--- src/design/gsut_pkg.sv ---
// Shared types and constants of the gas sensor serial transaction block.
// No dependencies; every other design file imports this package.
`default_nettype none

package gsut_pkg;

   localparam int FRAME_BYTES = 9;
   localparam int FRAME_IDX_W = $clog2(FRAME_BYTES);
   localparam logic [FRAME_IDX_W-1:0] LAST_IDX = FRAME_IDX_W'(FRAME_BYTES - 1);

   localparam int QUEUE_DEPTH = 4;
   localparam int QPTR_W      = $clog2(QUEUE_DEPTH);
   localparam int QCNT_W      = $clog2(QUEUE_DEPTH + 1);

   // frame marks
   localparam logic [7:0] START_MARK    = 8'hFF;
   localparam logic [7:0] RESERVED_MARK = 8'h01;
   localparam logic [7:0] CALIB_ON_MARK = 8'hA0;
   localparam logic [7:0] CALIB_ACK     = 8'h01;

   // frame byte positions
   localparam logic [FRAME_IDX_W-1:0] POS_START    = FRAME_IDX_W'(0);
   localparam logic [FRAME_IDX_W-1:0] POS_RESERVED = FRAME_IDX_W'(1);
   localparam logic [FRAME_IDX_W-1:0] POS_COMMAND  = FRAME_IDX_W'(2);
   localparam logic [FRAME_IDX_W-1:0] POS_HIGH     = FRAME_IDX_W'(3);
   localparam logic [FRAME_IDX_W-1:0] POS_LOW      = FRAME_IDX_W'(4);

   // input opcodes
   localparam logic [1:0] OP_REQUEST = 2'd0;
   localparam logic [1:0] OP_RX_BYTE = 2'd1;
   localparam logic [1:0] OP_TICK    = 2'd2;

   localparam logic KIND_READ  = 1'b0;
   localparam logic KIND_CALIB = 1'b1;

   localparam logic OUT_TX     = 1'b0;
   localparam logic OUT_STATUS = 1'b1;

   // status codes
   localparam logic [2:0] ST_OK          = 3'd0;
   localparam logic [2:0] ST_WARMING     = 3'd1;
   localparam logic [2:0] ST_BAD_START   = 3'd2;
   localparam logic [2:0] ST_BAD_SUM     = 3'd3;
   localparam logic [2:0] ST_WRONG_CMD   = 3'd4;
   localparam logic [2:0] ST_BAD_PAYLOAD = 3'd5;
   localparam logic [2:0] ST_TIMEOUT     = 3'd6;

   // register indexes
   localparam int CSR_IDX_W = 2;
   localparam int CSR_DATA_W = 16;
   localparam logic [CSR_IDX_W-1:0] CSR_READ_CMD  = 2'd0;
   localparam logic [CSR_IDX_W-1:0] CSR_CALIB_CMD = 2'd1;
   localparam logic [CSR_IDX_W-1:0] CSR_TIMEOUT   = 2'd2;
   localparam logic [CSR_IDX_W-1:0] CSR_WARMUP    = 2'd3;

   localparam logic [7:0]  RST_READ_CMD  = 8'd134;
   localparam logic [7:0]  RST_CALIB_CMD = 8'd121;
   localparam logic [9:0]  RST_TIMEOUT   = 10'd50;
   localparam logic [15:0] RST_WARMUP    = 16'd15000;

   typedef struct packed {
      logic [1:0] opcode;
      logic       request_kind;
      logic       calib_enable;
      logic [7:0] rx_byte;
   } req_type;

   typedef struct packed {
      logic        out_kind;
      logic [7:0]  tx_byte;
      logic        last;
      logic [2:0]  status;
      logic [15:0] co2_ppm;
   } rsp_type;

   // work handed from the front to the back: a command frame or a status word
   typedef struct packed {
      logic        is_frame;
      logic [7:0]  command;
      logic [7:0]  data0;
      logic [2:0]  status;
      logic [15:0] co2_ppm;
   } job_type;

   typedef struct packed {
      logic    push;
      job_type job;
   } push_type;

endpackage

`default_nettype wire

--- src/design/gas_sensor_uart_transaction_top.sv ---
// An accepted input word's job passes through the job queue and then the
// output register before its first response word shows on rsp_data.
// Input words are taken one per cycle while the four-entry job queue has
// room; a command frame holds the output for nine words, a status job for
// one. Reset is synchronous: it empties the queue, ends any transaction,
// restarts warm-up and loads register defaults.
`default_nettype none

module gas_sensor_uart_transaction_top (
   input  wire logic                                clock,
   input  wire logic                                reset,
   input  wire logic                                req_valid,
   output logic                                     req_ready,
   input  wire gsut_pkg::req_type                   req_data,
   output logic                                     rsp_valid,
   input  wire logic                                rsp_ready,
   output gsut_pkg::rsp_type                        rsp_data,
   input  wire logic                                csr_we,
   input  wire logic [gsut_pkg::CSR_IDX_W-1:0]      csr_index,
   input  wire logic [gsut_pkg::CSR_DATA_W-1:0]     csr_wdata
);
   import gsut_pkg::*;

   push_type q_push;
   logic     q_full;
   logic     q_valid;
   job_type  q_head;
   logic     q_pop;

   gsut_front u_front (
      .clock     (clock),
      .reset     (reset),
      .req_valid (req_valid),
      .req_ready (req_ready),
      .req_data  (req_data),
      .csr_we    (csr_we),
      .csr_index (csr_index),
      .csr_wdata (csr_wdata),
      .q_full    (q_full),
      .q_push    (q_push)
   );

   gsut_queue u_queue (
      .clock   (clock),
      .reset   (reset),
      .q_push  (q_push),
      .q_full  (q_full),
      .q_valid (q_valid),
      .q_head  (q_head),
      .q_pop   (q_pop)
   );

   gsut_back u_back (
      .clock     (clock),
      .reset     (reset),
      .q_valid   (q_valid),
      .q_head    (q_head),
      .q_pop     (q_pop),
      .rsp_valid (rsp_valid),
      .rsp_ready (rsp_ready),
      .rsp_data  (rsp_data)
   );

endmodule

`default_nettype wire

--- src/design/gsut_front.sv ---
// Front: takes input words, tracks the transaction and warm-up state and the
// registers, and queues frame or status jobs. Depends on gsut_pkg.
`default_nettype none

module gsut_front (
   input  wire logic                                clock,
   input  wire logic                                reset,
   input  wire logic                                req_valid,
   output logic                                     req_ready,
   input  wire gsut_pkg::req_type                   req_data,
   input  wire logic                                csr_we,
   input  wire logic [gsut_pkg::CSR_IDX_W-1:0]      csr_index,
   input  wire logic [gsut_pkg::CSR_DATA_W-1:0]     csr_wdata,
   input  wire logic                                q_full,
   output gsut_pkg::push_type                       q_push
);
   import gsut_pkg::*;

   logic [7:0]             read_cmd_ff, read_cmd_in;
   logic [7:0]             calib_cmd_ff, calib_cmd_in;
   logic [9:0]             timeout_ff, timeout_in;
   logic [15:0]            warmup_ms_ff, warmup_ms_in;

   logic                   busy_ff, busy_in;
   logic                   pend_kind_ff, pend_kind_in;
   logic [FRAME_IDX_W-1:0] byte_idx_ff, byte_idx_in;
   logic [7:0]             sum_ff, sum_in;
   logic [7:0]             reply_cmd_ff, reply_cmd_in;
   logic [7:0]             reply_high_ff, reply_high_in;
   logic [7:0]             reply_low_ff, reply_low_in;
   logic                   tail_nz_ff, tail_nz_in;
   logic [9:0]             wait_ff, wait_in;
   logic [15:0]            warm_ff, warm_in;

   logic                   accept;
   logic                   push;
   job_type                job;
   logic                   warming;

   assign req_ready = !q_full;
   assign accept    = req_valid && req_ready;
   assign warming   = warm_ff < warmup_ms_ff;
   assign q_push    = '{push: push, job: job};

   always_comb begin
      read_cmd_in   = read_cmd_ff;
      calib_cmd_in  = calib_cmd_ff;
      timeout_in    = timeout_ff;
      warmup_ms_in  = warmup_ms_ff;
      if (csr_we) begin
         unique case (csr_index)
            CSR_READ_CMD:  read_cmd_in  = csr_wdata[7:0];
            CSR_CALIB_CMD: calib_cmd_in = csr_wdata[7:0];
            CSR_TIMEOUT:   timeout_in   = csr_wdata[9:0];
            CSR_WARMUP:    warmup_ms_in = csr_wdata[15:0];
            default: ;
         endcase
      end
   end

   always_comb begin
      busy_in       = busy_ff;
      pend_kind_in  = pend_kind_ff;
      byte_idx_in   = byte_idx_ff;
      sum_in        = sum_ff;
      reply_cmd_in  = reply_cmd_ff;
      reply_high_in = reply_high_ff;
      reply_low_in  = reply_low_ff;
      tail_nz_in    = tail_nz_ff;
      wait_in       = wait_ff;
      warm_in       = warm_ff;
      push          = 1'b0;
      job           = '0;
      if (accept) begin
         unique case (req_data.opcode)
            OP_REQUEST: begin
               if (!busy_ff) begin
                  push = 1'b1;
                  if (warming) begin
                     job.status = ST_WARMING;
                  end else begin
                     job.is_frame  = 1'b1;
                     job.command   = (req_data.request_kind == KIND_CALIB) ?
                                     calib_cmd_ff : read_cmd_ff;
                     job.data0     = (req_data.request_kind == KIND_CALIB &&
                                      req_data.calib_enable) ? CALIB_ON_MARK : 8'd0;
                     busy_in       = 1'b1;
                     pend_kind_in  = req_data.request_kind;
                     byte_idx_in   = '0;
                     sum_in        = '0;
                     reply_cmd_in  = '0;
                     reply_high_in = '0;
                     reply_low_in  = '0;
                     tail_nz_in    = 1'b0;
                     wait_in       = '0;
                  end
               end
            end
            OP_RX_BYTE: begin
               if (busy_ff) begin
                  wait_in = '0;
                  if (byte_idx_ff == POS_START) begin
                     if (req_data.rx_byte != START_MARK) begin
                        push       = 1'b1;
                        job.status = ST_BAD_START;
                        busy_in    = 1'b0;
                     end else begin
                        byte_idx_in = POS_RESERVED;
                     end
                  end else if (byte_idx_ff != LAST_IDX) begin
                     sum_in      = sum_ff + req_data.rx_byte;
                     byte_idx_in = byte_idx_ff + FRAME_IDX_W'(1);
                     if (byte_idx_ff == POS_RESERVED)
                        reply_cmd_in = req_data.rx_byte;
                     else if (byte_idx_ff == POS_COMMAND)
                        reply_high_in = req_data.rx_byte;
                     else if (byte_idx_ff == POS_HIGH)
                        reply_low_in = req_data.rx_byte;
                     else if (req_data.rx_byte != 8'd0)
                        tail_nz_in = 1'b1;
                  end else begin
                     // checksum byte closes the reply
                     push    = 1'b1;
                     busy_in = 1'b0;
                     if (req_data.rx_byte != 8'(8'd0 - sum_ff))
                        job.status = ST_BAD_SUM;
                     else if (pend_kind_ff == KIND_READ) begin
                        if (reply_cmd_ff != read_cmd_ff)
                           job.status = ST_WRONG_CMD;
                        else
                           job.co2_ppm = {reply_high_ff, reply_low_ff};
                     end else if (reply_cmd_ff != calib_cmd_ff)
                        job.status = ST_WRONG_CMD;
                     else if (reply_high_ff != CALIB_ACK || reply_low_ff != 8'd0 ||
                              tail_nz_ff)
                        job.status = ST_BAD_PAYLOAD;
                  end
               end
            end
            OP_TICK: begin
               if (warming)
                  warm_in = warm_ff + 16'd1;
               if (busy_ff) begin
                  if (wait_ff >= timeout_ff) begin
                     push       = 1'b1;
                     job.status = ST_TIMEOUT;
                     busy_in    = 1'b0;
                  end else begin
                     wait_in = wait_ff + 10'd1;
                  end
               end
            end
            default: ;
         endcase
      end
   end

   always_ff @(posedge clock) begin
      if (reset) begin
         read_cmd_ff   <= RST_READ_CMD;
         calib_cmd_ff  <= RST_CALIB_CMD;
         timeout_ff    <= RST_TIMEOUT;
         warmup_ms_ff  <= RST_WARMUP;
         busy_ff       <= 1'b0;
         pend_kind_ff  <= 1'b0;
         byte_idx_ff   <= '0;
         sum_ff        <= '0;
         reply_cmd_ff  <= '0;
         reply_high_ff <= '0;
         reply_low_ff  <= '0;
         tail_nz_ff    <= 1'b0;
         wait_ff       <= '0;
         warm_ff       <= '0;
      end else begin
         read_cmd_ff   <= read_cmd_in;
         calib_cmd_ff  <= calib_cmd_in;
         timeout_ff    <= timeout_in;
         warmup_ms_ff  <= warmup_ms_in;
         busy_ff       <= busy_in;
         pend_kind_ff  <= pend_kind_in;
         byte_idx_ff   <= byte_idx_in;
         sum_ff        <= sum_in;
         reply_cmd_ff  <= reply_cmd_in;
         reply_high_ff <= reply_high_in;
         reply_low_ff  <= reply_low_in;
         tail_nz_ff    <= tail_nz_in;
         wait_ff       <= wait_in;
         warm_ff       <= warm_in;
      end
   end

   // a transaction only ends together with its status job
   a_busy_end_pushes: assert property (@(posedge clock) disable iff (reset)
      busy_ff && !busy_in |-> push && !job.is_frame)
      else $error("transaction ended without status");

   // a request during a transaction queues nothing
   a_busy_request_dropped: assert property (@(posedge clock) disable iff (reset)
      busy_ff && accept && req_data.opcode == OP_REQUEST |-> !push)
      else $error("request queued while busy");

endmodule

`default_nettype wire

--- src/design/gsut_queue.sv ---
// Short job queue between the front and the back.
// Depends on gsut_pkg.
`default_nettype none

module gsut_queue (
   input  wire logic                  clock,
   input  wire logic                  reset,
   input  wire gsut_pkg::push_type    q_push,
   output logic                       q_full,
   output logic                       q_valid,
   output gsut_pkg::job_type          q_head,
   input  wire logic                  q_pop
);
   import gsut_pkg::*;

   job_type             mem [QUEUE_DEPTH];
   logic [QPTR_W-1:0]   wr_ptr_ff, wr_ptr_in;
   logic [QPTR_W-1:0]   rd_ptr_ff, rd_ptr_in;
   logic [QCNT_W-1:0]   count_ff, count_in;
   logic                do_push, do_pop;

   assign q_full  = count_ff == QCNT_W'(QUEUE_DEPTH);
   assign q_valid = count_ff != '0;
   assign q_head  = mem[rd_ptr_ff];
   assign do_push = q_push.push && !q_full;
   assign do_pop  = q_pop && q_valid;

   always_comb begin
      wr_ptr_in = do_push ? wr_ptr_ff + QPTR_W'(1) : wr_ptr_ff;
      rd_ptr_in = do_pop ? rd_ptr_ff + QPTR_W'(1) : rd_ptr_ff;
      count_in  = count_ff;
      if (do_push && !do_pop)
         count_in = count_ff + QCNT_W'(1);
      else if (do_pop && !do_push)
         count_in = count_ff - QCNT_W'(1);
   end

   always_ff @(posedge clock) begin
      if (do_push)
         mem[wr_ptr_ff] <= q_push.job;
   end

   always_ff @(posedge clock) begin
      if (reset) begin
         wr_ptr_ff <= '0;
         rd_ptr_ff <= '0;
         count_ff  <= '0;
      end else begin
         wr_ptr_ff <= wr_ptr_in;
         rd_ptr_ff <= rd_ptr_in;
         count_ff  <= count_in;
      end
   end

   // the front must never push into a full queue
   a_no_overflow: assert property (@(posedge clock) disable iff (reset)
      q_full |-> !q_push.push)
      else $error("push into full queue");

endmodule

`default_nettype wire

--- src/design/gsut_back.sv ---
// Back: expands queued jobs into response words (nine frame bytes or one
// status word) behind an output register. Depends on gsut_pkg.
`default_nettype none

module gsut_back (
   input  wire logic                  clock,
   input  wire logic                  reset,
   input  wire logic                  q_valid,
   input  wire gsut_pkg::job_type     q_head,
   output logic                       q_pop,
   output logic                       rsp_valid,
   input  wire logic                  rsp_ready,
   output gsut_pkg::rsp_type          rsp_data
);
   import gsut_pkg::*;

   logic [FRAME_IDX_W-1:0] idx_ff, idx_in;
   logic                   rsp_valid_ff, rsp_valid_in;
   rsp_type                rsp_data_ff, rsp_data_in;
   logic                   slot_free;
   logic                   emit;
   logic [7:0]             checksum;
   logic [7:0]             frame_byte;

   assign slot_free = !rsp_valid_ff || rsp_ready;
   assign emit      = slot_free && q_valid;
   assign checksum  = 8'(8'd0 - RESERVED_MARK - q_head.command - q_head.data0);
   assign rsp_valid = rsp_valid_ff;
   assign rsp_data  = rsp_data_ff;

   always_comb begin
      case (idx_ff)
         POS_START:    frame_byte = START_MARK;
         POS_RESERVED: frame_byte = RESERVED_MARK;
         POS_COMMAND:  frame_byte = q_head.command;
         POS_HIGH:     frame_byte = q_head.data0;
         LAST_IDX:     frame_byte = checksum;
         default:      frame_byte = 8'd0;
      endcase
   end

   always_comb begin
      idx_in       = idx_ff;
      q_pop        = 1'b0;
      rsp_valid_in = rsp_valid_ff && !rsp_ready;
      rsp_data_in  = rsp_data_ff;
      if (emit) begin
         rsp_valid_in = 1'b1;
         rsp_data_in  = '0;
         if (q_head.is_frame) begin
            rsp_data_in.out_kind = OUT_TX;
            rsp_data_in.tx_byte  = frame_byte;
            rsp_data_in.last     = idx_ff == LAST_IDX;
            if (idx_ff == LAST_IDX) begin
               idx_in = '0;
               q_pop  = 1'b1;
            end else begin
               idx_in = idx_ff + FRAME_IDX_W'(1);
            end
         end else begin
            rsp_data_in.out_kind = OUT_STATUS;
            rsp_data_in.status   = q_head.status;
            rsp_data_in.co2_ppm  = q_head.co2_ppm;
            q_pop                = 1'b1;
         end
      end
   end

   always_ff @(posedge clock) begin
      if (reset) begin
         idx_ff       <= '0;
         rsp_valid_ff <= 1'b0;
      end else begin
         idx_ff       <= idx_in;
         rsp_valid_ff <= rsp_valid_in;
      end
      rsp_data_ff <= rsp_data_in;
   end

   // mid-frame the head job must still be a frame
   a_frame_held: assert property (@(posedge clock) disable iff (reset)
      idx_ff != '0 |-> q_valid && q_head.is_frame)
      else $error("frame job lost mid-frame");

endmodule

`default_nettype wire

--- config.mk ---
export PLATFORM = sky130hd
export DESIGN_NAME = gas_sensor_uart_transaction_top
export DESIGN_NICKNAME = d
export VERILOG_FILES = /design/src/design/gsut_pkg.sv /design/src/design/gas_sensor_uart_transaction_top.sv /design/src/design/gsut_front.sv /design/src/design/gsut_queue.sv /design/src/design/gsut_back.sv
export SDC_FILE = /design/constraint.sdc
export NUM_CORES = 1
export LEC_CHECK = 0
export CORE_UTILIZATION = 42
export CTS_BUF_LIST = sky130_fd_sc_hd__clkbuf_4
export DETAILED_ROUTE_END_ITERATION = 10
export DONT_BUFFER_PORTS = 1
export PLACE_DENSITY = 0.63
export SYNTH_ARGS = -nofsm -noshare
export SYNTH_HDL_FRONTEND = slang
export SYNTH_SLANG_ARGS = --single-unit
export TNS_END_PERCENT = 1
--- constraint.sdc ---
create_clock -name clock -period 3.68 [get_ports clock]
set_input_delay 0.736 -clock clock [delete_from_list [all_inputs] [get_ports clock]]
set_output_delay 0.736 -clock clock [all_outputs]
set_load 0.05 [all_outputs]
==> qor.yml, run 1 <==
detailed_routing:
  num_vias: 8318
  ant_nets: 0
  wl_per_cell_um: 17.0
  drt-initial-drc-count: 391
  firstDrtPassIters: 4
  via_per_inst: 5.25
  drc: 0
  drt-total-wl_um: 26800
synthesis:
  synth.distinct_cells: 67
  synth_nets: 1191
  ys_ff_latch: 266
  syn_area_mm2: 0.0124
  avgSynthCellArea_um2: 11.3
  synth_top_area_cell: "edfxtp_1"
  ys_top_cells_by_area: "edfxtp_1 (35%), dfxtp_1 (20%), ha_1 (5.4%)"
  async_flop_share_pct: 0
  synth-edff-count: 145
  synth_top_cell_area_share_pct: 35.1
  synth_warnings: 0
  synth_top_flop_cell: "edfxtp_1"
  syn_inst: 1100
  seq_area_frac_synth_pct: 54.6
sta:
  tightest_slew_ps: 940
  final.period_utilization_pct: 87.6
  finalSetupViolCount: 0
  fmax_mhz: 310
  setup_ws_ps: 456
  period_needed_ps: 3220
  clock_skew_ps: 83.3
  hold_violations: 0
  slew_headroom_pct: 37.2
  setup-tns-final_ps: 0
  drv_slew: 0
  rsz0062_at_grt: "false"
setup_path:
  critPathKind: "reg -> reg"
  crit_required_ps: 4110
  r2r_cells: 8
  end_kind: "flop"
  reg2reg_slack_ps: 460
  critPathArrivalTime_ps: 3660
  critPathMaxStageDelay_ps: 560
  crit_fanout: 12
  start_kind: "flop"
  slowest_stage: "nand3_1"
  cp_cell_sequence: "inv_1 -> ha_1 -> and3_2 -> nand4_2 -> or2_1 -> o211ai_1 -> nand3_1 -> nor2_1"
floorplan:
  die_w_um: 174
  start_util_pct: 43.0
  coreArea_mm2: 0.0289
  row_count: 62
  fp.dieH_um: 174
  io_pins: 66
  fp.dieArea_mm2: 0.0302
power_and_ir_drop:
  leakage_uw: 0.00505
  power_frac_seq_pct: 53.0
  swShare_pct: 32.9
  switching_power_uw: 2620
  p_int_uw: 5350
  power.density_cell_area_mw_per_mm2: 578
  clockPowerShare_pct: 32.7
  combPwrFrac_pct: 14.3
  ir_drop_mv: 0.219
clocking:
  post_cts_resized: 0
  cts_sinks: 266
  postCtsHoldBufs: 0
  cts_tree: "built"
  clkTransAtPathRegs_ps: 70
  insertion_delay_ps: 720
  htreeDepth: 3
  post-cts-setup-buffer-count: 0
  cts_buffer_depth: 3
  cts_root_buffer: "clkbuf_4"
  cts_buffers: 71
layout:
  layout_commonest_cell: "edfxtp_1"
  finalNonFillerCells: 1583
  layout_common_cells: "edfxtp_1 (145), nand2_1 (127), dfxtp_1 (120)"
  fillCellCount: 2687
  num-nets-final: 1242
  final_util_pct: 47.8
  final_layout_size_suffix_gt1_share_pct: 14.3
  area_growth_pct: 11.1
  design_area_mm2: 0.0138
placement:
  dpl-instance-area_mm2: 0.0129
  port_buffers: 0
  hpwl_um: 18300
  dp_cells: 1462
  post-place-ws_ps: 426
  place_congestion: 0.817
global_route:
  grt_antenna_before_repair: 1
  grt_pass1_wl_um: 43600
  grt-ovfl-total: 0
  grtUsageTotal_pct: 18.3
  grt_pass1_vias: 8336
  grt_max_degree: 77
run:
  drv_cap: 0
run_status:
  status: "complete, no violations"
min_path:
  worstHoldPathType: "in -> reg"
  min_delay_path_depth: 1
## critical path: cells and delay by family (launching register included)
kind	cells	cell delay, ps
AOI/OAI and AO/OA	1	530
adders and majority gates	1	290
buffers and inverters	1	40
DFF	1	330
and+or+nand+nor	5	1750
## final cells by class
cell class / count / area (um^2) / share of cell area [%]
well taps: 384 / 480 / 3.48
diodes: 1 / 2.50 / 0.0182
inverters: 54 / 203 / 1.47
multi-input cells: 739 / 5280 / 38.3
flip-flops and latches: 266 / 6780 / 49.2
clock inverters: 23 / 175 / 1.27
repair buffers: 19 / 143 / 1.03
clock buffers: 97 / 728 / 5.28
## power groups by stage
stage / Combinational, uW / Clock [uW] / Sequential, uW
final: 1140 / 2600 / 4220
after global routing: 1290 / 2850 / 4250
after CTS: 1160 / 2700 / 4230
after detailed placement: 1160 / 0 / 4290
after global placement: 1150 / 0 / 4290
after floorplan: 885 / 0 / 4240
## logic make-up (layout without fill, tap and decap cells)
kind of cell / after synthesis / count (layout) / share of synthesized area (%)
AND/OR/NAND/NOR: 393 / 393 / 15.5
flip-flops: 266 / 266 / 54.6
AO/OA/AOI/OAI: 162 / 162 / 8.43
buffers and inverters: 95 / 193 / 2.93
multiplexers: 76 / 76 / 9.06
adder cells (fa/ha/maj): 56 / 56 / 5.77
XOR/XNOR: 52 / 52 / 3.67
other: 0 / 1 / 0
## path summary, 6_finish.rpt
| path | from | endpoint |
|---|---|---|
| setup / recovery | u_front.warmup_ms_ff[15] | u_queue.mem[1][33] |
| hold / removal | reset | u_front.warmup_ms_ff[1] |
| setup reg to reg | u_front.warmup_ms_ff[15] | u_queue.mem[1][33] |
| hold reg to reg | u_front.warmup_ms_ff[0] | u_front.warmup_ms_ff[0] |
## synth_stat cells, drive strengths merged (4+ instances only)
| cell | count |
|---|---|
| inv | 54 |
| ha | 54 |
| mux4 | 29 |
| edfxtp | 145 |
| and2 | 31 |
| o21bai | 4 |
| o21a | 4 |
| a31oi | 5 |
| buf | 12 |
| xnor2 | 36 |
| nor2b | 30 |
| xor2 | 16 |
| a21o | 6 |
| and3 | 13 |
| mux2i | 47 |
| clkbuf | 29 |
| nor4 | 12 |
| nand4 | 9 |
| nand2b | 6 |
| nand3 | 35 |
| o21ai | 25 |
| nor3 | 17 |
| or3 | 12 |
| nand2 | 127 |
| or4 | 7 |
| o31ai | 6 |
| dfxtp | 121 |
| nor2 | 82 |
| o211ai | 14 |
| a21oi | 69 |
## routing by layer
layer / up-vias / track usage (%) / part of all wire, %
li1: 4107 / - / -
met1: 3954 / 22.8 / 44
met2: 187 / 29.9 / 47
met3: 70 / 4.32 / 5.1
met4: 0 / 8.99 / 3.4
met5: - / 0 / 0
## metrics by stage
stage | hold slack [ps] | power, uW
final | 98.1 | 7970
after global routing | 30.7 | 8380
after CTS | 36.6 | 8100
after detailed placement | 442 | 5450
after global placement | 440 | 5430
after floorplan | 436 | 5130
## state kept, by name, summed over array words and instances (netlist names), 8 cells and up, named ones only
register               flops
u_back.rsp_data           29
u_front.calib_cmd_ff       8
u_front.read_cmd_ff        8
u_front.reply_cmd_ff       8
u_front.reply_high_ff      8
u_front.reply_low_ff       8
u_front.sum_ff             8
u_front.timeout_ff        10
u_front.wait_ff           10
u_front.warm_ff           16
u_front.warmup_ms_ff      16
u_queue.mem              116
Note: power is estimated with default switching activity, not from simulation.
==> run 2: changes to the inputs <==
--- a/config.mk
+++ b/config.mk
@@ -9,7 +9,7 @@
 export CTS_BUF_LIST = sky130_fd_sc_hd__clkbuf_4
 export DETAILED_ROUTE_END_ITERATION = 10
 export DONT_BUFFER_PORTS = 1
-export PLACE_DENSITY = 0.63
+export PLACE_DENSITY = 0.6
 export SYNTH_ARGS = -nofsm -noshare
 export SYNTH_HDL_FRONTEND = slang
 export SYNTH_SLANG_ARGS = --single-unit
==> constraint.sdc (replaced) <==
create_clock -name clock -period 3.96 [get_ports clock]
set_input_delay 0.792 -clock clock [delete_from_list [all_inputs] [get_ports clock]]
set_output_delay 0.792 -clock clock [all_outputs]
set_load 0.05 [all_outputs]
==> qor.yml, run 2 (synthesis gave the netlist of run 1 again) <==
layout:
  final_layout_size_suffix_gt1_share_pct: 15.4  # +1.1 points
  top_register: "u_queue.mem"
  largest_reg_flops: 116  # unchanged
  num-nets-final: 1240  # -0.16%
  area_growth_pct: 11.6
  fillCellCount: 2695  # +0.30%
  layout_common_cells: "edfxtp_1 (145), nand2_1 (127), dfxtp_1 (120)"
  layout_commonest_cell: "edfxtp_1"
setup_path:
  crit_top_cell: "inv_1"
  crit_fanout: 12  # unchanged
  end_kind: "flop"
  rr_endpoint: "u_queue.mem[3][26]"
  critPathMaxStageDelay_ps: 580  # +20 ps
  cp_cell_sequence: "inv_1 -> ha_1 -> and3_2 -> nand4_2 -> or2_1 -> o211ai_1 -> nand3_1 -> inv_1 -> and3_1"
  crit_required_ps: 4470  # +360 ps
  path_depth: 9  # +1
  slowest_stage: "nand3_1"
  critPathKind: "reg -> reg"
  path_buf_inv: 2  # +1
  r2r_cells: 9  # +1
  reg2reg_slack_ps: 780  # +330 ps
  start_kind: "flop"
  critPathArrivalTime_ps: 3690  # +30 ps
  timing.rr.start: "u_front.warmup_ms_ff[14]"
  crit_family: "simple AND/OR/NAND/NOR gates"
detailed_routing:
  firstDrtPassIters: 5  # +1
  drt-initial-drc-count: 523  # +34%
  wl_per_cell_um: 16.7  # -1.7%
  drt-total-wl_um: 26600  # -1.1%
  num_vias: 8292  # -0.31%
  via_per_inst: 5.21  # -0.94%
  drc: 0  # unchanged
  ant_nets: 0  # unchanged
sta:
  setup-tns-final_ps: 0  # unchanged
  rsz0062_at_grt: "false"
  finalSetupViolCount: 0  # unchanged
  slew_headroom_pct: 40.2  # +3.1 points
  period_needed_ps: 3180  # -49.1 ps
  fmax_mhz: 315  # +1.5%
  drv_slew: 0  # unchanged
  final.period_utilization_pct: 80.2  # -7.4 points
  setup_ws_ps: 785  # +329 ps
  tightest_slew_ps: 897  # -43.8 ps
  hold_violations: 0  # unchanged
  clock_skew_ps: 62.1  # -21.1 ps
clocking:
  postCtsHoldBufs: 0  # unchanged
  post_cts_resized: 0  # unchanged
  insertion_delay_ps: 720  # about the same
  clkTransAtPathRegs_ps: 70  # about the same
  cts_buffer_depth: 3  # unchanged
  cts_root_buffer: "clkbuf_4"
  cts_tree: "built"
  post-cts-setup-buffer-count: 0  # unchanged
  cts_sinks: 266  # unchanged
  htreeDepth: 3  # unchanged
  cts_buffers: 74  # +4.2%
power_and_ir_drop:
  report.power.total_uw: 7520  # -5.5%
  ir_drop_mv: 0.191  # -13%
  power.density_cell_area_mw_per_mm2: 543  # -6.0%
  leakage_uw: 0.00509  # +0.80%
min_path:
  min_to: "u_front.warmup_ms_ff[2]"
  worstHoldPathType: "in -> reg"
  min_from: "reset"
  min_delay_path_depth: 1  # unchanged
floorplan:
  die_w_um: 174  # unchanged
  row_count: 62  # unchanged
  start_util_pct: 43.0  # unchanged
  io_pins: 66  # unchanged
  fp.dieH_um: 174  # unchanged
  fp.dieArea_mm2: 0.0302  # unchanged
  coreArea_mm2: 0.0289  # unchanged
run:
  drv_cap: 0  # unchanged
global_route:
  grt_pass1_vias: 8521  # +2.2%
  grt-ovfl-total: 0  # unchanged
  grt_antenna_before_repair: 1  # unchanged
  grt_pass1_wl_um: 43300  # -0.55%
  grtUsageTotal_pct: 18.0  # -0.34 points
  grt_max_degree: 77  # unchanged
placement:
  port_buffers: 0  # unchanged
  hpwl_um: 17900  # -2.5%
  place_congestion: 0.805  # -1.4%
  post-place-ws_ps: 544  # +118 ps
run_status:
  status: "complete, no violations"
[run 2: worst max-delay path by stage]
stage	startpoint	end	slack [ps]
CTS	u_front.warmup_ms_ff[14]	u_queue.mem[3][26]	810
finish	u_front.warmup_ms_ff[14]	u_queue.mem[3][26]	780
global placement	req_data[10]	u_queue.count_ff[2]	640
detailed placement	req_data[10]	u_queue.count_ff[2]	540
floorplan	rsp_ready	u_queue.count_ff[2]	70
global route	u_front.warmup_ms_ff[15]	u_queue.mem[3][26]	600
[run 2: where the power goes]
part / internal (uW) / switching [uW] / leakage, uW
combinational: 422 / 603 / 0.00224
sequential: 3240 / 670 / 0.00226
clock: 1430 / 1160 / 0.000593
total: 5090 / 2430 / 0.00509
[run 2: layout make-up]
class                      count  area (um^2)  share of cell area, %
sequential                   266         6780                   48.9
multi-input combinational    739         5280                   38.1
clock buffer                 118          886                   6.40
tap                          384          480                   3.47
inverter                      54          203                   1.46
clock inverter                17          120                  0.867
timing repair buffer          14          105                  0.759
antenna                        1         2.50                 0.0181
[run 2: layer usage]
metal,part of all wire (%),GRT usage [%]
met2,47,29.5
met3,4.7,4.04
met5,0,0
met1,46,22.8
met4,2.5,7.82
[run 2: through the flow]
| step | utilization (%) | hold WS [ps] | std cells | cell area, um^2 |
|---|---|---|---|---|
| 2_1_floorplan | - | 436 | 1100 | 12400 |
| 3_3_place_gp | 44.5 | 438 | 1457 | 12800 |
| 3_5_place_dp | 44.5 | 442 | 1457 | 12800 |
| 4_1_cts | 48.0 | 113 | 1592 | 13800 |
| 5_1_grt | 48.0 | 111 | 1593 | 13900 |
| 6_report | 48.0 | 150 | 1593 | 13900 |
